**src/hdl/dfa_table_recognizer_top_defines.svh**
```systemverilog
// Assertion macros used by the recognizer execution unit
`ifndef DFA_TABLE_RECOGNIZER_TOP_DEFINES_SVH
`define DFA_TABLE_RECOGNIZER_TOP_DEFINES_SVH

// Same-cycle implication, disabled while reset is low
`define DFA_ASSERT_IMPLY(lbl, clk, rstn, ante, cons, msg) \
    lbl: assert property (@(posedge clk) disable iff (!rstn) (ante) |-> (cons)) \
        else $error(msg);

// Next-cycle implication, disabled while reset is low
`define DFA_ASSERT_NEXT(lbl, clk, rstn, ante, cons, msg) \
    lbl: assert property (@(posedge clk) disable iff (!rstn) (ante) |=> (cons)) \
        else $error(msg);

`endif

```
**src/hdl/dfa_pkg.sv**
```systemverilog
// Types and constants shared by the recognizer modules
`timescale 1ns / 1ps
package dfa_pkg;

    typedef enum logic [2:0] {
        ACT_CLEAR = 3'd0,
        ACT_MARK  = 3'd1,
        ACT_LOAD  = 3'd2,
        ACT_FEED  = 3'd3,
        ACT_END   = 3'd4
    } t_action;

    typedef enum logic [1:0] {
        ST_WIPE,
        ST_RUN,
        ST_READ
    } t_back_state;

    typedef struct packed {
        t_action    action;
        logic       ok;
        logic [5:0] sidx;
        logic [7:0] sym;
        logic       tgt_def;
        logic [5:0] tgt;
    } t_cmd;

    typedef struct packed {
        logic [5:0] stop_state;
        logic       blocked;
        logic       accepted;
        logic       ok;
    } t_result;

    localparam int IN_DATA_W  = 24;
    localparam int OUT_DATA_W = 16;
    localparam int CNT_W      = 7;
    localparam logic [6:0] TGT_NONE = 7'h7F;

endpackage

```
**src/hdl/dfa_queue.sv**
```systemverilog
// Two-entry command queue between front end and execution unit
`timescale 1ns / 1ps
module dfa_queue
    import dfa_pkg::*;
(
    input  logic i_clk,
    input  logic i_rst_n,
    input  logic i_push,
    input  t_cmd i_cmd,
    output logic o_full,
    input  logic i_pop,
    output logic o_empty,
    output t_cmd o_head
);

    t_cmd       r_slot [2];
    logic       r_wr_ptr;
    logic       r_rd_ptr;
    logic [1:0] r_count;
    logic       do_push;
    logic       do_pop;

    assign o_full  = r_count == 2'd2;
    assign o_empty = r_count == 2'd0;
    assign o_head  = r_slot[r_rd_ptr];
    assign do_push = i_push && !o_full;
    assign do_pop  = i_pop && !o_empty;

    always_ff @(posedge i_clk) begin
        if (do_push) begin
            r_slot[r_wr_ptr] <= i_cmd;
        end
    end

    always_ff @(posedge i_clk) begin
        if (!i_rst_n) begin
            r_wr_ptr <= 1'b0;
            r_rd_ptr <= 1'b0;
            r_count  <= 2'd0;
        end else begin
            if (do_push) begin
                r_wr_ptr <= !r_wr_ptr;
            end
            if (do_pop) begin
                r_rd_ptr <= !r_rd_ptr;
            end
            case ({do_push, do_pop})
                2'b10:   r_count <= r_count + 2'd1;
                2'b01:   r_count <= r_count - 2'd1;
                default: r_count <= r_count;
            endcase
        end
    end

endmodule

```
**config.mk**
```make
export PLATFORM = sky130hd
export DESIGN_NAME = dfa_queue
export DESIGN_NICKNAME = d
export VERILOG_FILES = /design/src/hdl/dfa_table_recognizer_top_defines.svh /design/src/hdl/dfa_pkg.sv /design/src/hdl/dfa_queue.sv
export SDC_FILE = /design/constraint.sdc
export NUM_CORES = 1
export LEC_CHECK = 0
export BUFFER_PORTS_ARGS = -buffer_cell sky130_fd_sc_hd__buf_2
export CAP_MARGIN = 20
export CORE_MARGIN = 5
export CORE_UTILIZATION = 55
export CTS_CLUSTER_SIZE = 12
export DETAILED_ROUTE_END_ITERATION = 12
export PLACE_DENSITY = 0.83
export SLEW_MARGIN = 5
export SYNTH_ARGS = -nofsm -noshare
export SYNTH_HDL_FRONTEND = slang
export SYNTH_SLANG_ARGS = --single-unit
```
**constraint.sdc**
```tcl
create_clock -name i_clk -period 3.6 [get_ports i_clk]
set_input_delay 0.36 -clock i_clk [delete_from_list [all_inputs] [get_ports i_clk]]
set_output_delay 0.36 -clock i_clk [all_outputs]
set_load 0.02 [all_outputs]
```
---- After elaboration in Yosys (flattened, before gate mapping) ----
Memory sizes are Yosys's and may differ from the RTL's. A register that Yosys moved wholly into a read port is not among the register bits.
Index checks and enable logic that the tools add are counted.
W data, S select, Z words.
word-level totals
  register bits after elaboration ......... 4
  bits in writable memories ............... 50
  input port bits ......................... 29
  output and inout port bits .............. 27
  word-level logic and storage cells ...... 22
  memories kept ........................... 1
memory list
  memory  depth  bits a word  read ports  clocked after memory_dff  write ports  line             text
  r_slot  2      25           1           1                         1            dfa_queue.sv:16  t_cmd r_slot [2];
cells by class
  add/subtract/negate cells ............... 2
  equality and inequality tests ........... 3
  multiplexer cells ....................... 5
  reduce and logical (&&, ||, !) cells .... 8
operators by type and width
  cell                   count
  $eq A2 B2 Y1 const B   2
  $logic_not A1 Y1       4
  $mux W1                4
  $pmux W2 S2            1
  $add A2 B1 Y2 const B  1
  $eq A2 B1 Y1 const B   1
  $logic_and A1 B1 Y1    2
  $logic_not A2 Y1       1
  $reduce_bool A2 Y1     1
  $sub A2 B1 Y2 const B  1

---- Logic depth before layout (Yosys ltp) ----
Gate-level depths: netlist (run 1).
  depth in word-level cells ............... 5
  depth in mapped cells ................... 6
  depth with buffers taken out ............ 6

---- Least setup slack after synthesis (run 1) ----
No wires, ideal clock.
  kind .................................... reg2reg
  from .................................... reg r_count[0]
  to ...................................... mem r_slot[0][0] (netlist bit) (enable)
  library setup time ...................... 0.380 ns
  data arrival time ....................... 1.447 ns
  required time ........................... 3.220 ns
  slack ................................... 1.773 ns
  stages on the path, launching flop included .. 5
  path buffers ............................ 0
  period minus slack after synthesis ...... 1.827 ns
  cells stage by stage .................... dfxtp_1 nand2b_2 inv_2 or3_1 inv_1
between the ends
  cells in the longest elaborated chain, start to end .. 5
ends and longest elaborated chain
  element                        line             text
  start: declaration             dfa_queue.sv:19  logic [1:0] r_count;
  start signal: assignment       dfa_queue.sv:48  2'b10: r_count <= r_count + 2'd1;
  start signal: assignment       dfa_queue.sv:49  2'b01: r_count <= r_count - 2'd1;
  start signal: assignment       dfa_queue.sv:50  default: r_count <= r_count;
  $eq A2 B2 Y1                   dfa_queue.sv:23  assign o_full = r_count == 2'd2;
  named net o_full               dfa_queue.sv:10  output logic o_full,
  $logic_not A1 Y1               dfa_queue.sv:26  assign do_push = i_push && !o_full;
  $logic_and A1 B1 Y1            dfa_queue.sv:26
  $mux W1                        dfa_queue.sv:30  if (do_push) begin
  $mux W1 (not written as such)  dfa_queue.sv:31  r_slot[r_wr_ptr] <= i_cmd;
  end: declaration               dfa_queue.sv:16
The timed path passes the listed nets, and every way through them passes these cells.

==> metrics.txt, run 1 <==
# TYPE chip_impl_metric gauge
chip_impl_info{name="run_status",value="finished clean"} 1
chip_impl_metric{name="routed-via-count",unit=""} 1063
chip_impl_metric{name="post_synth_and_or_nand_nor_area_fraction",unit="%"} 2.64
chip_impl_info{name="synth_top_family_by_area",value="multiplexers"} 1
chip_impl_metric{name="ys_seq_area_share",unit="%"} 78.7
chip_impl_info{name="worst_r2r_startpoint",value="r_count[0]$_SDFFE_PN0P_"} 1
chip_impl_metric{name="hold_violations",unit=""} 0
chip_impl_metric{name="detail_route.wl_per_cell",unit="microns"} 14.9
chip_impl_info{name="crit_type",value="reg -> out"} 1
chip_impl_metric{name="global_routing_usage_summed_across_all_routing_layers",unit="%"} 13.5
chip_impl_metric{name="die-area",unit="sq um"} 5020
chip_impl_metric{name="diode_count",unit=""} 0
chip_impl_metric{name="drt-total-wl",unit="microns"} 3180
chip_impl_metric{name="final_net_count",unit=""} 194
chip_impl_metric{name="port-buffer-count",unit=""} 55
chip_impl_metric{name="r2r.worst_path.cells",unit=""} 4
chip_impl_metric{name="final.setup.tns",unit="ns"} 0
chip_impl_metric{name="placed_inst_area",unit="sq um"} 2350
chip_impl_metric{name="leakagePower",unit="nW"} 0.929
chip_impl_info{name="timing.hold.worst.class",value="in -> reg"} 1
chip_impl_metric{name="instances_no_fill",unit=""} 213
chip_impl_info{name="critical_path.reg2reg.endpoint",value="r_slot[0][24]$_DFFE_PP_"} 1
chip_impl_metric{name="worst_slew_margin_relative_to_its_limit",unit="%"} 29.4
chip_impl_metric{name="synth_fp_nets",unit=""} 134
chip_impl_info{name="hold-path-endpoint",value="r_slot[1][24]$_DFFE_PP_"} 1
chip_impl_metric{name="dp.final_hpwl",unit="microns"} 2330
chip_impl_info{name="hold_startpoint",value="i_cmd[24]"} 1
chip_impl_metric{name="vias_in_the_first_global_route",unit=""} 1129
chip_impl_info{name="post-synth-top-area-cell",value="edfxtp_1"} 1
chip_impl_metric{name="depth_of_the_cts_h_tree",unit=""} 2
chip_impl_metric{name="synthMuxAreaShare",unit="%"} 13.8
chip_impl_metric{name="worst_ep_required_time",unit="ns"} 3.24
chip_impl_metric{name="timing.max_cap.violations",unit=""} 0
chip_impl_metric{name="grt_pass1_wl",unit="microns"} 5100
chip_impl_metric{name="layout-drive-gt1-share",unit="%"} 53.3
chip_impl_metric{name="cts_made_buffers",unit=""} 5
chip_impl_metric{name="worst-r2r-setup-slack",unit="ns"} 1.51
chip_impl_metric{name="cp_max_fo",unit=""} 25
chip_impl_metric{name="placed_cells",unit=""} 204
chip_impl_metric{name="drc_violation_total_after_the_first_tritonroute_iteration",unit=""} 41
chip_impl_info{name="dominant_cell_by_count_in_the_synthesized_netlist",value="edfxtp_1"} 1
chip_impl_metric{name="num_io_pins",unit=""} 56
chip_impl_info{name="dominantRegCellSynth",value="edfxtp_1"} 1
chip_impl_metric{name="place.gp.congestion",unit=""} 0.667
chip_impl_metric{name="final.min_clock_period",unit="ns"} 2.27
chip_impl_info{name="tritoncts_clock_tree",value="done"} 1
chip_impl_metric{name="initial_utilization",unit="%"} 56.0
chip_impl_metric{name="timing_max_transition_violations_final",unit=""} 0
chip_impl_metric{name="die_w",unit="microns"} 70.8
chip_impl_metric{name="synth_xor_area_share",unit="%"} 1.29
chip_impl_metric{name="post-cts-setup-buffer-count",unit=""} 0
chip_impl_metric{name="flip_flop_and_latch_count_after_synthesis",unit=""} 55
chip_impl_metric{name="max_slew.worst_pin.slew",unit="ns"} 1.06
chip_impl_metric{name="detail-route-antenna-nets",unit=""} 0
chip_impl_metric{name="post_synth_edffs",unit=""} 50
chip_impl_metric{name="cts.path.max_buffers",unit=""} 2
chip_impl_metric{name="yosysTopAreaCellShare",unit="%"} 73.8
chip_impl_metric{name="syn_area_per_cell",unit="sq um"} 19.6
chip_impl_metric{name="post_synth_design_cell_area",unit="sq um"} 2030
chip_impl_metric{name="cts_resized",unit=""} 0
chip_impl_metric{name="cts_sinks",unit=""} 55
chip_impl_metric{name="synthToLayoutAreaGrowth",unit="%"} 20.4
chip_impl_metric{name="drt_first_pass_iters",unit=""} 4
chip_impl_info{name="worstSetupEndpointType",value="primary output"} 1
chip_impl_metric{name="finish.instance_area",unit="sq um"} 2450
chip_impl_metric{name="power.density_cell_area",unit="nW/um^2"} 701
chip_impl_metric{name="hold_buffers",unit=""} 0
chip_impl_metric{name="hold_ws",unit="ns"} 0.252
chip_impl_metric{name="ir_worst_vdd",unit="uV"} 611
chip_impl_metric{name="cp_data_arrival_time",unit="ns"} 1.91
chip_impl_metric{name="timing.hold.worst_path_depth",unit=""} 1
chip_impl_metric{name="via_per_inst",unit=""} 4.99
chip_impl_metric{name="cts.clk_slew.worst_paths",unit="ns"} 0.08
chip_impl_metric{name="maxClockFrequency",unit="MHz"} 440
chip_impl_metric{name="share_of_synthesized_registers_carrying_an_async_set_or_reset",unit="%"} 0
chip_impl_info{name="rsz0062_at_grt",value="no"} 1
chip_impl_metric{name="compound_cell_area_share_of_the_yosys_netlist",unit="%"} 1.60
chip_impl_info{name="synthTopCellsByCount",value="edfxtp_1, mux2_2, dfxtp_1, buf_2, xnor2_1"} 1
chip_impl_metric{name="setup_viol_count_final",unit=""} 0
chip_impl_metric{name="core-area",unit="sq um"} 3630
chip_impl_metric{name="grt_overflow_total",unit=""} 0
chip_impl_metric{name="clock_latency",unit="ns"} 0.29
chip_impl_metric{name="grt_antenna_before_repair",unit=""} 0
chip_impl_info{name="cts.root.buffer_cell",value="clkbuf_8"} 1
chip_impl_info{name="ys_top_cells_by_area",value="edfxtp_1, mux2_2, dfxtp_1, xnor2_1, buf_2"} 1
chip_impl_metric{name="rows",unit=""} 22
chip_impl_metric{name="yosysWarningCount",unit=""} 0
chip_impl_metric{name="synth.lib_cells_used.distinct",unit=""} 18
chip_impl_metric{name="detail_route.drc_violations",unit=""} 0
chip_impl_info{name="critical_path.startpoint_type",value="register"} 1
chip_impl_metric{name="synthAdderAreaFrac",unit="%"} 0.615
chip_impl_metric{name="setup_skew_after_layout",unit="ns"} 0.00138
chip_impl_metric{name="chipHeight",unit="microns"} 70.8
chip_impl_metric{name="grt_max_degree",unit=""} 26
chip_impl_metric{name="postSynthCellCount",unit=""} 104
chip_impl_metric{name="min_period_over_period",unit="%"} 63.2
-- stage by stage --
stage	setup WS (ns)	util, %	total power, W
floorplan	1.77	-	0.00127
global placement	1.62	64.8	0.00141
detailed placement	1.50	64.8	0.00144
CTS	1.28	67.0	0.00173
global route	1.20	67.4	0.00181
finish	1.33	67.4	0.00172
-- how the worst max path moves through the flow --
| stage | to | slack (ns) | depth (start not counted) | from |
|---|---|---|---|---|
| after detailed placement | r_slot[0][1]$_DFFE_PP_ | 1.50 | 4 | r_count[0]$_SDFFE_PN0P_ |
| after CTS | o_head[8] | 1.28 | 2 | register |
| after global routing | o_head[21] | 1.20 | 2 | register |
| after global placement | r_slot[0][18]$_DFFE_PP_ | 1.62 | 4 | r_count[0]$_SDFFE_PN0P_ |
| after floorplan | r_slot[0][0]$_DFFE_PP_ | 1.77 | 4 | r_count[0]$_SDFFE_PN0P_ |
| final | o_head[8] | 1.33 | 2 | register |
-- registers in the layout, indices dropped and copies added, names as in the netlist, named ones only --
name,count
r_count,2
r_rd_ptr,1
r_slot,50
r_wr_ptr,1
-- layout by cell type, fill, tap and decap left out, drive strengths merged, types with 2 or more instances in the layout --
cell type,instances
xnor2,3
mux2,25
or3,2
clkbuf,6
dfxtp,5
inv,3
nor2b,2
o21ai,2
clkinv,2
edfxtp,50
buf,56
a21boi,2
-- final cells by class --
cell class | count | area [sq um]
Inverter | 3 | 11.3
Multi-Input combinational cell | 43 | 407
Timing Repair Buffer | 56 | 290
Fill cell | 265 | 1180
Clock inverter | 2 | 7.51
Clock buffer | 6 | 72.6
Tap cell | 48 | 60.1
Sequential cell | 55 | 1600
-- metal layers --
metal  track usage (%)  vias up  wire length (microns)
li1                  -      512                      -
met2              25.7       39                   1720
met1              13.0      506                   1130
met3              4.83        6                    276
met4              5.64        0                     50
met5                 0        -                      0
-- logic make-up (layout without fill, tap and decap cells) --
family | count (synthesis) | in the layout
AOI/OAI and AO/OA | 5 | 5
xor gates and xnor gates | 3 | 3
adders and majority gates | 1 | 1
buffers and inverters | 6 | 67
DFF | 55 | 55
muxes | 25 | 25
and+or+nand+nor | 9 | 9
-- critical path: stages (launching register included) --
cell and delay (ns):
dfxtp_1 1.02, mux2_2 0.43, buf_2 0.16
-- where the power goes --
| part | leakage, nW | internal [W] | switching, W |
|---|---|---|---|
| combinational | 0.379 | 0.000237 | 0.000297 |
| clock | 0.0403 | 0.000133 | 0.000167 |
| sequential | 0.509 | 0.000810 | 0.0000723 |
| total | 0.929 | 0.00118 | 0.000537 |
Note: power is estimated with default switching activity, not from simulation.
==> run 2: changes to the inputs <==
--- a/config.mk
+++ b/config.mk
@@ -8,10 +8,10 @@
 export BUFFER_PORTS_ARGS = -buffer_cell sky130_fd_sc_hd__buf_2
 export CAP_MARGIN = 20
 export CORE_MARGIN = 5
-export CORE_UTILIZATION = 55
+export CORE_UTILIZATION = 46
 export CTS_CLUSTER_SIZE = 12
 export DETAILED_ROUTE_END_ITERATION = 12
-export PLACE_DENSITY = 0.83
+export PLACE_DENSITY = 0.74
 export SLEW_MARGIN = 5
 export SYNTH_ARGS = -nofsm -noshare
 export SYNTH_HDL_FRONTEND = slang
==> constraint.sdc (replaced) <==
create_clock -name i_clk -period 2 [get_ports i_clk]
set_input_delay 0.2 -clock i_clk [delete_from_list [all_inputs] [get_ports i_clk]]
set_output_delay 0.2 -clock i_clk [all_outputs]
set_load 0.02 [all_outputs]
==> run 2 against run 1 <==
Final cell count up 2.8%; combinational power up 98%; largest cell class unchanged; first-iteration DRC count down 29%; highest routed layer unchanged; critical endpoint is now o_head[5]; largest power group unchanged; sequential power up 72%.
==> metrics.txt, run 2 (synthesis results as in run 1) <==
# TYPE chip_impl_metric gauge
chip_impl_info{name="tritoncts_clock_tree",value="done"} 1
chip_impl_info{name="final_common_cell",value="buf_2"} 1
chip_impl_metric{name="drt-total-wl",unit="microns"} 3460
chip_impl_metric{name="drc_violation_total_after_the_first_tritonroute_iteration",unit=""} 29
chip_impl_metric{name="max_slew.worst_pin.slew",unit="ns"} 0.336
chip_impl_metric{name="ir_worst_vdd",unit="uV"} 676
chip_impl_metric{name="setup_skew_after_layout",unit="ns"} 0.00498
chip_impl_metric{name="vias_in_the_first_global_route",unit=""} 1193
chip_impl_metric{name="leakagePower",unit="nW"} 0.956
chip_impl_info{name="run_status",value="finished clean"} 1
chip_impl_metric{name="grt_overflow_total",unit=""} 0
chip_impl_metric{name="grt_max_degree",unit=""} 26
chip_impl_metric{name="detail_route.wl_per_cell",unit="microns"} 15.8
chip_impl_metric{name="port-buffer-count",unit=""} 55
chip_impl_info{name="cts.root.buffer_cell",value="clkbuf_8"} 1
chip_impl_metric{name="area_taken_by_flip_flops_and_latches",unit="sq um"} 1600
chip_impl_metric{name="core-area",unit="sq um"} 4320
chip_impl_metric{name="cts_made_buffers",unit=""} 5
chip_impl_metric{name="rows",unit=""} 24
chip_impl_metric{name="die-area",unit="sq um"} 5850
chip_impl_info{name="rsz0062_at_grt",value="no"} 1
chip_impl_metric{name="cts_sinks",unit=""} 55
chip_impl_metric{name="setup_viol_count_final",unit=""} 0
chip_impl_info{name="hold_startpoint",value="i_cmd[21]"} 1
chip_impl_metric{name="diode_count",unit=""} 0
chip_impl_metric{name="detail_route.drc_violations",unit=""} 0
chip_impl_metric{name="die_w",unit="microns"} 76.5
chip_impl_metric{name="detail-route-antenna-nets",unit=""} 0
chip_impl_metric{name="max_ffs_per_register",unit=""} 50
chip_impl_metric{name="finish.instance_area",unit="sq um"} 2500
chip_impl_info{name="timing.hold.worst.class",value="in -> reg"} 1
chip_impl_metric{name="hold_buffers",unit=""} 0
chip_impl_metric{name="cts.path.max_buffers",unit=""} 2
chip_impl_info{name="worstSetupEndpointType",value="primary output"} 1
chip_impl_metric{name="chipHeight",unit="microns"} 76.5
chip_impl_metric{name="final.min_clock_period",unit="ns"} 1.68
chip_impl_info{name="crit_type",value="reg -> out"} 1
chip_impl_metric{name="drt_first_pass_iters",unit=""} 2
chip_impl_metric{name="placed_inst_area",unit="sq um"} 2390
chip_impl_info{name="top_register",value="r_slot"} 1
chip_impl_metric{name="multi_input_area",unit="sq um"} 407
chip_impl_metric{name="cts_resized",unit=""} 0
chip_impl_metric{name="post-cts-setup-buffer-count",unit=""} 0
chip_impl_metric{name="power.density_cell_area",unit="nW/um^2"} 1310
chip_impl_metric{name="synthToLayoutAreaGrowth",unit="%"} 23.0
chip_impl_metric{name="cp_data_arrival_time",unit="ns"} 1.48
chip_impl_metric{name="maxClockFrequency",unit="MHz"} 597
chip_impl_metric{name="place.gp.congestion",unit=""} 0.729
chip_impl_metric{name="dp.final_hpwl",unit="microns"} 2460
chip_impl_metric{name="cts.clk_slew.worst_paths",unit="ns"} 0.09
chip_impl_metric{name="grt_antenna_before_repair",unit=""} 0
chip_impl_info{name="largest_registers",value="r_slot x50, r_count x2"} 1
chip_impl_metric{name="final_net_count",unit=""} 196
chip_impl_metric{name="cp_max_fo",unit=""} 25
chip_impl_metric{name="grt_pass1_wl",unit="microns"} 5720
chip_impl_metric{name="final.setup.tns",unit="ns"} 0
chip_impl_info{name="worst_r2r_startpoint",value="r_count[0]$_SDFFE_PN0P_"} 1
chip_impl_metric{name="fillerInstances",unit=""} 346
chip_impl_metric{name="initial_utilization",unit="%"} 47.0
chip_impl_metric{name="timing_max_transition_violations_final",unit=""} 0
chip_impl_metric{name="via_per_inst",unit=""} 4.84
chip_impl_metric{name="min_period_over_period",unit="%"} 83.8
chip_impl_metric{name="num_io_pins",unit=""} 56
chip_impl_metric{name="routed-via-count",unit=""} 1061
chip_impl_info{name="commonest_cells_after_routing_fill_and_taps_aside",value="buf_2, edfxtp_1, mux2_2, dfxtp_1, clkbuf_8"} 1
chip_impl_metric{name="worst_ep_required_time",unit="ns"} 1.80
chip_impl_info{name="critical_path.startpoint_type",value="register"} 1
chip_impl_metric{name="timing.max_cap.violations",unit=""} 0
chip_impl_metric{name="hold_violations",unit=""} 0
chip_impl_metric{name="clock_latency",unit="ns"} 0.30
chip_impl_metric{name="layout-drive-gt1-share",unit="%"} 55.1
chip_impl_metric{name="global_routing_usage_summed_across_all_routing_layers",unit="%"} 12.6
chip_impl_metric{name="worst_slew_margin_relative_to_its_limit",unit="%"} 77.6
chip_impl_metric{name="depth_of_the_cts_h_tree",unit=""} 2
==> run 2: cell types whose count changed in the layout (fill, tap and decap cells not counted) <==
cell / delta
buf_4: +2
buf_12: +1
buf_8: -1
bufinv_16: +1
clkbuf_1: -1
clkinv_1: -1
clkinv_2: +1
==> run 2: layout make-up <==
type,instances,share of cell area [%]
Inverter,3,0.450
Clock inverter,3,1.55
Multi-Input combinational cell,43,16.2
Timing Repair Buffer,58,12.4
Sequential cell,55,64.0
Tap cell,52,2.60
Clock buffer,5,2.75
==> run 2: through the flow <==
| stage | power [W] | cells | hold WS [ns] | worst slack [ns] | utilization, % |
|---|---|---|---|---|---|
| 3_5_place_dp | 0.00262 | 211 | 0.391 | 0.447 | 55.4 |
| 6_report | 0.00327 | 219 | 0.0841 | 0.324 | 57.9 |
| 4_1_cts | 0.00331 | 219 | 0.0731 | 0.305 | 57.9 |
| 5_1_grt | 0.00345 | 219 | 0.0660 | 0.252 | 57.9 |
| 2_1_floorplan | 0.00228 | 104 | 0.299 | 0.173 | - |
| 3_3_place_gp | 0.00258 | 211 | 0.390 | 0.508 | 55.4 |
==> run 2: power breakdown <==
group          switching [W]  internal (W)
clock               0.000320      0.000366
sequential         0.0000626       0.00146
combinational       0.000611      0.000450
==> run 2: worst paths after layout <==
check,cells past startpoint,slack (ns),endpoint
max,3,0.32,o_head[5]
min,1,0.08,r_slot[1][21]$_DFFE_PP_
max reg2reg,5,0.44,r_slot[0][17]$_DFFE_PP_
min reg2reg,2,0.50,r_wr_ptr$_SDFFE_PN0P_
==> run 2: routing by layer <==
metal / GRT usage, % / share of wire (%) / wire [microns]
met1: 13.1 / 38 / 1320
met2: 22.1 / 55 / 1900
met3: 4.37 / 5.2 / 181
met4: 6.82 / 1.8 / 63
met5: 0 / 0 / 0
==> run 2: worst max-delay path: stages, from the launching register on <==
cell and delay (ns):
dfxtp_1 0.32, buf_4 0.31, mux2_2 0.39, buf_2 0.16
