### src/hdl/dfa_table_recognizer_top_defines.svh
// Assertion macros used by the recognizer execution unit
`ifndef DFA_TABLE_RECOGNIZER_TOP_DEFINES_SVH
`define DFA_TABLE_RECOGNIZER_TOP_DEFINES_SVH

// Same-cycle implication, disabled while reset is low
`define DFA_ASSERT_IMPLY(lbl, clk, rstn, ante, cons, msg) \
    lbl: assert property (@(posedge clk) disable iff (!rstn) (ante) |-> (cons)) \
        else $error(msg);

// Next-cycle implication, disabled while reset is low
`define DFA_ASSERT_NEXT(lbl, clk, rstn, ante, cons, msg) \
    lbl: assert property (@(posedge clk) disable iff (!rstn) (ante) |=> (cons)) \
        else $error(msg);

`endif

### src/hdl/dfa_pkg.sv
// Types and constants shared by the recognizer modules
`timescale 1ns / 1ps
package dfa_pkg;

    typedef enum logic [2:0] {
        ACT_CLEAR = 3'd0,
        ACT_MARK  = 3'd1,
        ACT_LOAD  = 3'd2,
        ACT_FEED  = 3'd3,
        ACT_END   = 3'd4
    } t_action;

    typedef enum logic [1:0] {
        ST_WIPE,
        ST_RUN,
        ST_READ
    } t_back_state;

    typedef struct packed {
        t_action    action;
        logic       ok;
        logic [5:0] sidx;
        logic [7:0] sym;
        logic       tgt_def;
        logic [5:0] tgt;
    } t_cmd;

    typedef struct packed {
        logic [5:0] stop_state;
        logic       blocked;
        logic       accepted;
        logic       ok;
    } t_result;

    localparam int IN_DATA_W  = 24;
    localparam int OUT_DATA_W = 16;
    localparam int CNT_W      = 7;
    localparam logic [6:0] TGT_NONE = 7'h7F;

endpackage

### src/hdl/dfa_front.sv
// Input front end: config register, item decode and range checks
`timescale 1ns / 1ps
module dfa_front
    import dfa_pkg::*;
#(
    parameter int MAX_STATES    = 64,
    parameter int ALPHABET_SIZE = 256
) (
    input  logic                  i_clk,
    input  logic                  i_rst_n,
    input  logic                  i_s_tvalid,
    output logic                  o_s_tready,
    input  logic [IN_DATA_W-1:0]  i_s_tdata,
    input  logic                  i_cfg_wr_en,
    input  logic [CNT_W-1:0]      i_cfg_wr_data,
    input  logic                  i_busy,
    input  logic                  i_full,
    output logic                  o_push,
    output t_cmd                  o_cmd,
    output logic [CNT_W-1:0]      o_live
);

    logic [CNT_W-1:0] r_state_count;
    logic [2:0]       act;
    logic [5:0]       sidx;
    logic [7:0]       sym;
    logic [6:0]       tgt;
    logic             accept;
    logic             too_many;
    logic             sidx_ok;
    logic             sym_ok;
    logic             tgt_ok;

    always_ff @(posedge i_clk) begin
        if (!i_rst_n) begin
            r_state_count <= '0;
        end else if (i_cfg_wr_en) begin
            r_state_count <= i_cfg_wr_data;
        end
    end

    assign act  = i_s_tdata[2:0];
    assign sidx = i_s_tdata[8:3];
    assign sym  = i_s_tdata[16:9];
    assign tgt  = i_s_tdata[23:17];

    assign too_many = {2'b00, r_state_count} > 9'(MAX_STATES);
    assign o_live   = too_many ? CNT_W'(MAX_STATES) : r_state_count;

    assign sidx_ok = {1'b0, sidx} < o_live;
    assign sym_ok  = {1'b0, sym} < 9'(ALPHABET_SIZE);
    assign tgt_ok  = (tgt == TGT_NONE) || (!tgt[6] && ({1'b0, tgt[5:0]} < o_live));

    assign o_s_tready = !i_busy && !i_full;
    assign accept     = i_s_tvalid && o_s_tready;

    always_comb begin
        o_push          = 1'b0;
        o_cmd.action    = ACT_CLEAR;
        o_cmd.ok        = 1'b0;
        o_cmd.sidx      = sidx;
        o_cmd.sym       = sym;
        o_cmd.tgt_def   = !tgt[6];
        o_cmd.tgt       = tgt[5:0];
        case (act)
            ACT_CLEAR: begin
                o_push       = accept;
                o_cmd.action = ACT_CLEAR;
                o_cmd.ok     = !too_many;
            end
            ACT_MARK: begin
                o_push       = accept;
                o_cmd.action = ACT_MARK;
                o_cmd.ok     = sidx_ok;
            end
            ACT_LOAD: begin
                o_push       = accept;
                o_cmd.action = ACT_LOAD;
                o_cmd.ok     = sidx_ok && sym_ok && tgt_ok;
            end
            ACT_FEED: begin
                o_push       = accept;
                o_cmd.action = ACT_FEED;
                o_cmd.ok     = sym_ok;
            end
            ACT_END: begin
                o_push       = accept;
                o_cmd.action = ACT_END;
                o_cmd.ok     = 1'b1;
            end
            default: begin
                o_push = 1'b0;
            end
        endcase
    end

endmodule

### config.mk
export PLATFORM = sky130hd
export DESIGN_NAME = dfa_front
export DESIGN_NICKNAME = d
export VERILOG_FILES = /design/src/hdl/dfa_table_recognizer_top_defines.svh /design/src/hdl/dfa_pkg.sv /design/src/hdl/dfa_front.sv
export SDC_FILE = /design/constraint.sdc
export NUM_CORES = 1
export LEC_CHECK = 0
export BUFFER_PORTS_ARGS = -buffer_cell sky130_fd_sc_hd__buf_2
export CAP_MARGIN = 15
export CELL_PAD_IN_SITES_DETAIL_PLACEMENT = 0
export CELL_PAD_IN_SITES_GLOBAL_PLACEMENT = 2
export CORE_MARGIN = 3
export CORE_UTILIZATION = 19
export DETAILED_ROUTE_END_ITERATION = 8
export GPL_TIMING_DRIVEN = 0
export HOLD_SLACK_MARGIN = 0.03
export PLACE_DENSITY_LB_ADDON = 0.1
export SYNTH_ARGS = -nofsm -noshare
export SYNTH_HDL_FRONTEND = slang
export SYNTH_SLANG_ARGS = --single-unit
### constraint.sdc
create_clock -name i_clk -period 2.38 [get_ports i_clk]
set_input_delay 0.119 -clock i_clk [delete_from_list [all_inputs] [get_ports i_clk]]
set_output_delay 0.119 -clock i_clk [all_outputs]
set_load 0.005 [all_outputs]
* Word level (Yosys, flattened, before mapping)
Index checks and enable logic that the tools add are counted.
Cells by class: $lt $le $gt $ge 3, equal/unequal tests 5, muxes and demuxes 3, reduce and logical (&&, ||, !) cells 11
Operator list (count):
- one-hot mux 4 bit (5 select lines) | 1
- < comparator 6 x 7 -> 1 bit | 2
- equality test 7 bit, second input constant | 1
- > comparator 7 bit, second input constant | 1
- 2-to-1 mux 7 bit | 1
- equality test 3 x 2 -> 1 bit, second input constant | 2
- OR reduction 5 bit | 1
- logical AND 1 bit | 4
- logical NOT 1 bit | 4
- equality test 3 x 1 -> 1 bit, second input constant | 1
- equality test 3 bit, second input constant | 1
- logical NOT 3 bit | 1
- logical OR 1 bit | 1
- 2-to-1 mux 1 bit | 1
Storage, ports and cells: register bits after elaboration 7, input bits 37, output and inout port bits 34, logic and storage cells 23

* Logic depth before layout (Yosys ltp)
Gate-level depths: netlist of the first run.
depth after elaboration 7, mapped depth 8, depth with buffers taken out 7

* Worst setup path before layout of the first run
No wires, ideal clock.
kind register to output, start point reg r_state_count[6], end point out o_cmd[21] in the netlist's numbering, data arrival time 1.599 ns, required time 2.261 ns, path slack 0.662 ns, cell stages (with the launch flop) 9, buffers on the path 1, cell sequence dfxtp_1 > clkbuf_1 > nand2b_1 > ha_1 > a21oi_1 > o21ai_0 > a41oi_1 > a211oi_1 > o21ai_0
RTL lines:
- from (decl) | RTL line dfa_front.sv:23 | logic [CNT_W-1:0] r_state_count;
- from (signal assigned) | RTL line dfa_front.sv:38 | r_state_count <= i_cfg_wr_data;
- to (decl) | RTL line dfa_front.sv:19 | output t_cmd o_cmd,

==> flow_summary.json, run 1 <==
{
  "period_minus_slack_ns": 2.11,
  "setup_viol": 0,
  "synth_cells": 98,
  "root_buffer": "clkbuf_8",
  "yosys-top-cells-count": "buf_4, nor2b_1, ha_1, inv_1",
  "cp_top_family": "compound AO/OA/AOI/OAI gates",
  "core_area_sq_um": 3850,
  "cts_buffers": 3,
  "preCtsSetupSlack_ns": 0.235,
  "grt_pass1_vias": 781,
  "finalWirelength_um": 2290,
  "grt_pass1_wl_um": 3680,
  "cp_max_fo": 11,
  "hold_depth": 3,
  "io_buffers": 61,
  "drive_above_1_share": 0.531,
  "vias_per_cell": 4.09,
  "cp.required_ns": 2.26,
  "htreeDepth": 1,
  "ys_ff_latch": 7,
  "synth-seq-area-share": 0.176,
  "start_util": 0.206,
  "setup_tns_ns": 0,
  "worst_slew_pin_slew_ns": 0.504,
  "slowest_stage": "dfxtp_2",
  "end_kind": "primary output",
  "synthTopCellsByArea": "buf_4, dfxtp_1, ha_1",
  "grt_usage": 0.0897,
  "antenna_found_initial": 0,
  "grt_overflow_total": 0,
  "max_stage_delay_ns": 0.37,
  "r2r_cells": 2,
  "drtIter0Drc": 14,
  "syn_area_sq_um": 796,
  "clockBufferDepth": 2,
  "cp.depth": 8,
  "synth-warning-count": 0,
  "rsz0062_at_grt": "false",
  "post_cts_buffers": 0,
  "gp_congestion": 0.771,
  "crit_start": "r_state_count[6]$_SDFFE_PN0P_",
  "p_per_area_nw_per_um2": 380,
  "layout_setup_ws_ns": 0.274,
  "hold_path_class": "input pin to register",
  "clk_latency_ns": 0.22,
  "synth.avg_cell_area_sq_um": 8.12,
  "clkSinkCount": 7,
  "worst_clock_skew_ns": 0,
  "start_kind": "register",
  "critPathKind": "register to primary output",
  "insertedDiodeCount": 0,
  "die_h_um": 70.7,
  "synthesis.nets": 145,
  "firstDrtPassIters": 4,
  "regMostFlops": "r_state_count",
  "finalNetCount": 210,
  "yosysTopAreaCell": "buf_4",
  "die_x_um": 70.7,
  "yosysMostFrequentCell": "buf_4",
  "slew_violations": 0,
  "final.period_utilization": 0.885,
  "cp-endpoint": "o_cmd[21]",
  "largest_reg_flops": 7,
  "synth_top_area_share": 0.189,
  "syn2layout_area_growth_pct": 51.3,
  "largestRegisters": "r_state_count (7)",
  "synth_async_sr_flop_share": 0,
  "crit_chain": "nand2b_1 -> ha_1 -> nor2_1 -> a211oi_1 -> o2111ai_1 -> a31oi_1 -> o21ai_0 -> buf_2",
  "power.static_leakage_nw": 0.688,
  "vias": 859,
  "fin_util": 0.312,
  "dieArea_sq_um": 5000,
  "cts_tree": "done",
  "reg2reg_from": "r_state_count[6]$_SDFFE_PN0P_",
  "synth_cell_type_count": 25,
  "io_pins": 71,
  "remaining_drc_errors": 0,
  "ys.flop_type": "dfxtp_1",
  "fmaxAchievable_mhz": 475,
  "hold_viol": 0,
  "num_rows": 22,
  "grt_max_degree": 12,
  "crit_buf_inv": 1,
  "slew_headroom": 0.664,
  "cp.arrival_ns": 1.99,
  "worstReg2RegEnd": "r_state_count[6]$_SDFFE_PN0P_",
  "maxCapViolations": 0,
  "ant_nets": 0,
  "ir_worst_vdd_mv": 0.298,
  "wl_per_cell_um": 10.9,
  "synth_edf_count": 0,
  "r2r_setup_slack_ns": 1.68,
  "status": "finished, final reports clean",
  "clk_pin_slew_ns": 0.04
}
## routing by layer
metal / wire (um) / track usage / vias to the layer above
met5: 0 / 0 / -
met1: 970 / 0.117 / 365
met3: 226 / 0.0199 / 2
met4: 7 / 0.0313 / 0
li1: - / - / 449
met2: 1080 / 0.145 / 43
## power by group
part / internal (mW) / switching [mW] / total (mW)
combinational: 0.0914 / 0.0696 / 0.161
clock: 0.116 / 0.0475 / 0.163
sequential: 0.125 / 0.00794 / 0.133
## worst reg2reg max path: stages, from the launching register on
cell	delay (ns)
dfxtp_2	0.42
mux2i_1	0.10
nor2b_1	0.12
## through the flow
stage               power [mW]  hold WS, ns  instances  area [sq um]
floorplan                0.224        0.247         98           796
global placement         0.298        0.375        207          1160
detailed placement       0.300        0.387        207          1160
CTS                      0.467        0.154        210          1200
global route             0.493        0.171        210          1200
finish                   0.457        0.153        210          1200
## layout by cell type, fill, tap and decap left out, types with 3 or more instances in the layout
cell	n
clkbuf_1	3
mux2i_1	7
inv_1	9
nor2b_1	11
nor2_1	5
clkbuf_8	3
ha_1	10
buf_4	20
dfxtp_1	6
buf_2	61
a21oi_1	3
nand2b_1	5
## final cells by class
type | count | area [sq um]
inverter | 9 | 33.8
fill | 428 | 2650
multi-input combinational | 59 | 460
tap | 48 | 60.1
buffer | 22 | 158
timing repair buffer | 61 | 305
clock buffer | 4 | 45.0
sequential | 7 | 141
## worst min-delay path by stage
| stage | from | slack (ns) | end |
|---|---|---|---|
| after floorplan | i_rst_n | 0.25 | r_state_count[0]$_SDFFE_PN0P_ |
| after global placement | i_cfg_wr_data[3] | 0.37 | r_state_count[3]$_SDFFE_PN0P_ |
| after detailed placement | i_cfg_wr_data[3] | 0.39 | r_state_count[3]$_SDFFE_PN0P_ |
| after CTS | i_cfg_wr_data[1] | 0.15 | r_state_count[1]$_SDFFE_PN0P_ |
| after global routing | i_cfg_wr_data[2] | 0.17 | r_state_count[2]$_SDFFE_PN0P_ |
| final | i_cfg_wr_data[3] | 0.15 | r_state_count[3]$_SDFFE_PN0P_ |
## what timing repair did
item | CTS | global route
gates resized for setup | 0 | 1
hold buffers | 0 | 0
setup endpoints to repair | 1 | 1
## logic make-up (layout without fill, tap and decap cells)
group	after synthesis	in the layout	synth area share
compound gates	15	15	0.143
fa+ha+maj	10	10	0.157
buf+inv	32	96	0.245
simple gates	27	27	0.190
mux	7	7	0.0881
flops	7	7	0.176
Note: power is estimated with default switching activity, not from simulation.
==> run 2, diff against run 1 <==
--- a/config.mk
+++ b/config.mk
@@ -14,7 +14,7 @@
 export DETAILED_ROUTE_END_ITERATION = 8
 export GPL_TIMING_DRIVEN = 0
 export HOLD_SLACK_MARGIN = 0.03
-export PLACE_DENSITY_LB_ADDON = 0.1
+export PLACE_DENSITY = 0.85
 export SYNTH_ARGS = -nofsm -noshare
 export SYNTH_HDL_FRONTEND = slang
 export SYNTH_SLANG_ARGS = --single-unit
==> flow_summary.json, run 2 (synthesis results as in run 1) <==
{
  "status": "finished, final reports clean",
  "finalWirelength_um": 2270,
  "rsz0062_at_grt": "false",
  "grt_pass1_vias": 860,
  "min_to": "r_state_count[3]$_SDFFE_PN0P_",
  "drtIter0Drc": 6,
  "cp_top_family": "compound AO/OA/AOI/OAI gates",
  "p_per_area_nw_per_um2": 386,
  "wl_per_cell_um": 10.8,
  "io_pins": 71,
  "final_common_cell": "buf_2",
  "dieArea_sq_um": 5000,
  "vias_per_cell": 3.99,
  "root_buffer": "clkbuf_8",
  "slew_headroom": 0.679,
  "finalPower_mw": 0.464,
  "cts_resized": 0,
  "start_kind": "register",
  "clk_latency_ns": 0.23,
  "p_clk_frac": 0.367,
  "fmaxAchievable_mhz": 461,
  "grt_usage": 0.0892,
  "p_sw_mw": 0.131,
  "syn2layout_area_growth_pct": 51.1,
  "grt_pass1_wl_um": 3660,
  "end_kind": "primary output",
  "reg2reg_from": "r_state_count[6]$_SDFFE_PN0P_",
  "cts_hold_buf": 0,
  "ir_worst_vdd_mv": 0.219,
  "r2r_cells": 2,
  "core_area_sq_um": 3850,
  "worst_slew_pin_slew_ns": 0.482,
  "gp_congestion": 0.797,
  "grt_max_degree": 11,
  "insertedDiodeCount": 0,
  "ant_nets": 0,
  "p_sw_frac": 0.283,
  "cp.arrival_ns": 2.05,
  "critPathKind": "register to primary output",
  "seqPwrFrac": 0.287,
  "antenna_found_initial": 0,
  "drive_above_1_share": 0.525,
  "max_stage_delay_ns": 0.52,
  "combPwrFrac": 0.346,
  "hold_depth": 3,
  "io_buffers": 61,
  "remaining_drc_errors": 0,
  "setup_viol": 0,
  "start_util": 0.206,
  "maxCapViolations": 0,
  "vias": 838,
  "post_cts_buffers": 0,
  "final.period_utilization": 0.912,
  "hold_path_class": "input pin to register",
  "setup_tns_ns": 0,
  "min_from": "i_cfg_wr_data[3]",
  "finalNetCount": 210,
  "num_rows": 22,
  "slew_violations": 0,
  "crit_chain": "nand2b_1 -> ha_1 -> nor2_1 -> a211oi_1 -> o2111ai_1 -> a31oi_1 -> o21ai_0 -> buf_2",
  "worst_clock_skew_ns": 0,
  "clkSinkCount": 7,
  "die_x_um": 70.7,
  "cts_buffers": 3,
  "cp.required_ns": 2.26,
  "largestRegisters": "r_state_count (7)",
  "htreeDepth": 1,
  "regMostFlops": "r_state_count",
  "dp_hpwl_um": 2020,
  "slowest_stage": "dfxtp_1",
  "cp_max_fo": 11,
  "crit_buf_inv": 1,
  "power.static_leakage_nw": 0.688,
  "clk_pin_slew_ns": 0.04,
  "r2r_setup_slack_ns": 1.55,
  "cts_tree": "done",
  "clockBufferDepth": 2,
  "hold_viol": 0,
  "largest_reg_flops": 7,
  "power.internal_mw": 0.332,
  "grt_overflow_total": 0,
  "layout_common_cells": "buf_2, buf_4, nor2b_1, ha_1, inv_1",
  "period_minus_slack_ns": 2.17,
  "firstDrtPassIters": 2,
  "die_h_um": 70.7,
  "worstReg2RegEnd": "r_state_count[6]$_SDFFE_PN0P_"
}
-- run 2: cell counts in the layout (fill, tap and decap cells not counted) --
Identical to the previous run, type by type.
-- run 2: area by class of cell --
type | count | area, sq um
repair buffers | 61 | 305
inverters | 9 | 33.8
well taps | 48 | 60.1
flip-flops and latches | 7 | 140
plain buffers | 22 | 158
fillers | 422 | 2650
multi-input cells | 59 | 460
clock buffers | 4 | 45.0
-- run 2: per-stage QoR --
stage / utilization / instance area, sq um / hold slack (ns) / setup WS, ns / instances
finish: 0.312 / 1200 / 0.149 / 0.210 / 210
global route: 0.312 / 1200 / 0.161 / 0.00504 / 210
CTS: 0.313 / 1210 / 0.142 / 0.0115 / 211
detailed placement: 0.301 / 1160 / 0.385 / 0.265 / 207
global placement: 0.301 / 1160 / 0.376 / 0.288 / 207
floorplan: - / 796 / 0.247 / 0.662 / 98
-- run 2: how the worst max path moves through the flow --
stage	start	to	slack (ns)	depth (start not counted)
2_1_floorplan	r_state_count[6]$_SDFFE_PN0P_	o_cmd[21]	0.66	8
3_3_place_gp	r_state_count[6]$_SDFFE_PN0P_	o_cmd[21]	0.29	9
3_5_place_dp	r_state_count[6]$_SDFFE_PN0P_	o_cmd[21]	0.27	9
4_1_cts	r_state_count[6]$_SDFFE_PN0P_	o_cmd[21]	0.01	9
5_1_grt	r_state_count[6]$_SDFFE_PN0P_	o_cmd[21]	0.005	8
6_report	r_state_count[6]$_SDFFE_PN0P_	o_cmd[21]	0.21	8
-- run 2: tightest hold or removal path, cell delays in order --
cell	delay, ns
buf_2	0.08
mux2i_1	0.05
nor2b_1	0.09
-- run 2: power by group through the flow --
stage / combinational (mW) / sequential (mW) / clock (mW)
after floorplan: 0.0935 / 0.131 / 0
after global placement: 0.163 / 0.132 / 0
after detailed placement: 0.167 / 0.133 / 0
after CTS: 0.168 / 0.131 / 0.176
after global routing: 0.183 / 0.135 / 0.181
final: 0.161 / 0.133 / 0.170
-- run 2: per-layer routing --
metal  up-vias  track usage  routed length [um]
li1        443            -                   -
met1       356       0.0984                 921
met2        37        0.165                1140
met3         2       0.0170                 175
met4         0       0.0376                  31
met5         -            0                   0
==> run 3, diff against run 2 <==
--- a/config.mk
+++ b/config.mk
@@ -5,16 +5,18 @@
 export SDC_FILE = /design/constraint.sdc
 export NUM_CORES = 1
 export LEC_CHECK = 0
+export ABC_AREA = 1
 export BUFFER_PORTS_ARGS = -buffer_cell sky130_fd_sc_hd__buf_2
 export CAP_MARGIN = 15
 export CELL_PAD_IN_SITES_DETAIL_PLACEMENT = 0
 export CELL_PAD_IN_SITES_GLOBAL_PLACEMENT = 2
 export CORE_MARGIN = 3
-export CORE_UTILIZATION = 19
+export CORE_UTILIZATION = 18
+export CTS_CLUSTER_SIZE = 25
 export DETAILED_ROUTE_END_ITERATION = 8
 export GPL_TIMING_DRIVEN = 0
 export HOLD_SLACK_MARGIN = 0.03
-export PLACE_DENSITY = 0.85
+export PLACE_DENSITY = 0.86
 export SYNTH_ARGS = -nofsm -noshare
 export SYNTH_HDL_FRONTEND = slang
 export SYNTH_SLANG_ARGS = --single-unit
==> flow_summary.json, run 3 <==
{
  "synth-warning-count": 0,
  "grt_pass1_vias": 838,
  "cts_tree": "done",
  "wl_per_cell_um": 9.37,
  "slowest_stage": "dfxtp_1",
  "synth_cell_type_count": 20,
  "fin_area_sq_um": 1230,
  "htreeDepth": 1,
  "io_pins": 71,
  "cts_hold_buf": 0,
  "clk_latency_ns": 0.22,
  "synthTopCellsByArea": "buf_4, dfxtp_1, ha_1",
  "cp_max_fo": 10,
  "cp_top_family": "simple AND/OR/NAND/NOR gates",
  "cpMostUsedCell": "nand2_1",
  "setup_viol": 0,
  "grt_usage": 0.0804,
  "seqPwrFrac": 0.279,
  "synth-seq-area-share": 0.172,
  "p_per_area_nw_per_um2": 391,
  "setup_tns_ns": 0,
  "synth_cells": 127,
  "cts_resized": 0,
  "power.static_leakage_nw": 0.737,
  "post_cts_buffers": 0,
  "final_common_cell": "buf_2",
  "synth.avg_cell_area_sq_um": 6.43,
  "p_sw_mw": 0.145,
  "p_clk_frac": 0.341,
  "insertedDiodeCount": 0,
  "worst_clock_skew_ns": 0,
  "num_rows": 23,
  "cp.required_ns": 2.26,
  "clockBufferDepth": 2,
  "power.internal_mw": 0.338,
  "ant_nets": 0,
  "start_kind": "register",
  "finalPower_mw": 0.483,
  "synth_async_sr_flop_share": 0,
  "critPathKind": "register to primary output",
  "status": "finished, final reports clean",
  "final.period_utilization": 0.820,
  "core_area_sq_um": 4170,
  "hold_depth": 3,
  "nFillCells": 480,
  "vias": 944,
  "slew_violations": 0,
  "layout_setup_ws_ns": 0.428,
  "clkSinkCount": 7,
  "placed_cell_area_sq_um": 1190,
  "yosysTopAreaCell": "buf_4",
  "cp.depth": 11,
  "layout_common_cells": "buf_2, nor2_1, nand2_1, buf_4, inv_1",
  "preCtsSetupSlack_ns": 0.620,
  "finalWirelength_um": 2280,
  "remaining_drc_errors": 0,
  "crit_buf_inv": 2,
  "hold_path_class": "input pin to register",
  "cts_buffers": 3,
  "finalNetCount": 241,
  "yosysMostFrequentCell": "nor2_1",
  "root_buffer": "clkbuf_8",
  "ir_worst_vdd_mv": 0.166,
  "clk_pin_slew_ns": 0.04,
  "hold_viol": 0,
  "slew_headroom": 0.817,
  "ys_ff_latch": 7,
  "maxCapViolations": 0,
  "fin_util": 0.296,
  "grt_max_degree": 11,
  "seq_area_sq_um": 140,
  "max_stage_delay_ns": 0.47,
  "combPwrFrac": 0.381,
  "dp_hpwl_um": 1990,
  "yosys-top-cells-count": "nor2_1, buf_4, nand2_1, inv_1, ha_1",
  "multi_input_comb_area_sq_um": 457,
  "synth_top_area_share": 0.184,
  "antenna_found_initial": 0,
  "gp_congestion": 0.717,
  "largestRegisters": "r_state_count (7)",
  "synth_edf_count": 0,
  "start_util": 0.196,
  "period_minus_slack_ns": 1.95,
  "io_buffers": 62,
  "die_h_um": 73.4,
  "r2r_cells": 2,
  "worst_slew_pin_slew_ns": 0.275,
  "ys.flop_type": "dfxtp_1",
  "largest_reg_flops": 7,
  "crit_chain": "inv_4 -> nand2_1 -> ha_1 -> a21oi_1 -> nand2_1 -> nand2_1 -> nand3_1 -> nand2_1 -> nand3_1 -> nand3_1 -> buf_2",
  "vias_per_cell": 3.88,
  "synthesis.nets": 174,
  "end_kind": "primary output",
  "syn2layout_area_growth_pct": 51.1,
  "regMostFlops": "r_state_count",
  "firstDrtPassIters": 2,
  "grt_overflow_total": 0,
  "rsz0062_at_grt": "false",
  "dieArea_sq_um": 5380,
  "drive_above_1_share": 0.487,
  "drtIter0Drc": 19,
  "fmaxAchievable_mhz": 512,
  "cp.arrival_ns": 1.83,
  "syn_area_sq_um": 817,
  "die_x_um": 73.4,
  "p_sw_frac": 0.301,
  "grt_pass1_wl_um": 3490
}
run 3: cell types whose count changed after synthesis, moves of 6 or more:
cell     before  now
mux2i_1       7    0
nor2_1        5   22
nand3_1       2    8
nor2b_1      11    0
nand2_1       1   20
run 3: final cells by class:
type                       count  area share
inverter                      17      0.0537
multi-input combinational     82       0.370
timing repair buffer          62       0.251
buffer                        21       0.125
sequential                     7       0.113
clock buffer                   4      0.0365
tap                           50      0.0507
run 3: power groups by stage:
stage	clock network (mW)	registers, mW	logic [mW]
4_1_cts	0.169	0.135	0.188
6_report	0.165	0.135	0.184
2_1_floorplan	0	0.134	0.111
3_3_place_gp	0	0.136	0.186
3_5_place_dp	0	0.137	0.188
5_1_grt	0.177	0.136	0.214
run 3: worst paths after layout:
| kind | startpoint | to | slack (ns) |
|---|---|---|---|
| max | r_state_count[6]$_SDFFE_PN0P_ | o_cmd[21] | 0.43 |
| min | i_cfg_wr_data[1] | r_state_count[1]$_SDFFE_PN0P_ | 0.12 |
| max reg2reg | r_state_count[6]$_SDFFE_PN0P_ | r_state_count[6]$_SDFFE_PN0P_ | 1.58 |
| min reg2reg | r_state_count[0]$_SDFFE_PN0P_ | r_state_count[0]$_SDFFE_PN0P_ | 0.53 |
run 3: worst register-to-register path: stages (launching register included):
cell,delay (ns)
dfxtp_1,0.47
inv_4,0.11
a21oi_1,0.15
run 3: per-layer routing:
layer	wire, um	part of all wire	GRT usage	up-vias
li1	-	-	-	518
met5	0	0	0	-
met3	248	0.11	0.0192	4
met2	985	0.43	0.130	43
met4	23	0.010	0.0302	0
met1	1020	0.45	0.103	379
run 3: kinds of logic after synthesis:
group	synth area share
AND/OR/NAND/NOR	0.270
adder cells (fa/ha/maj)	0.153
buffers and inverters	0.270
flip-flops	0.172
AO/OA/AOI/OAI	0.136
run 3: through the flow:
stage | hold WS (ns) | std cells
3_5_place_dp | 0.347 | 239
2_1_floorplan | 0.254 | 127
3_3_place_gp | 0.346 | 239
4_1_cts | 0.116 | 243
6_report | 0.123 | 243
5_1_grt | 0.133 | 243
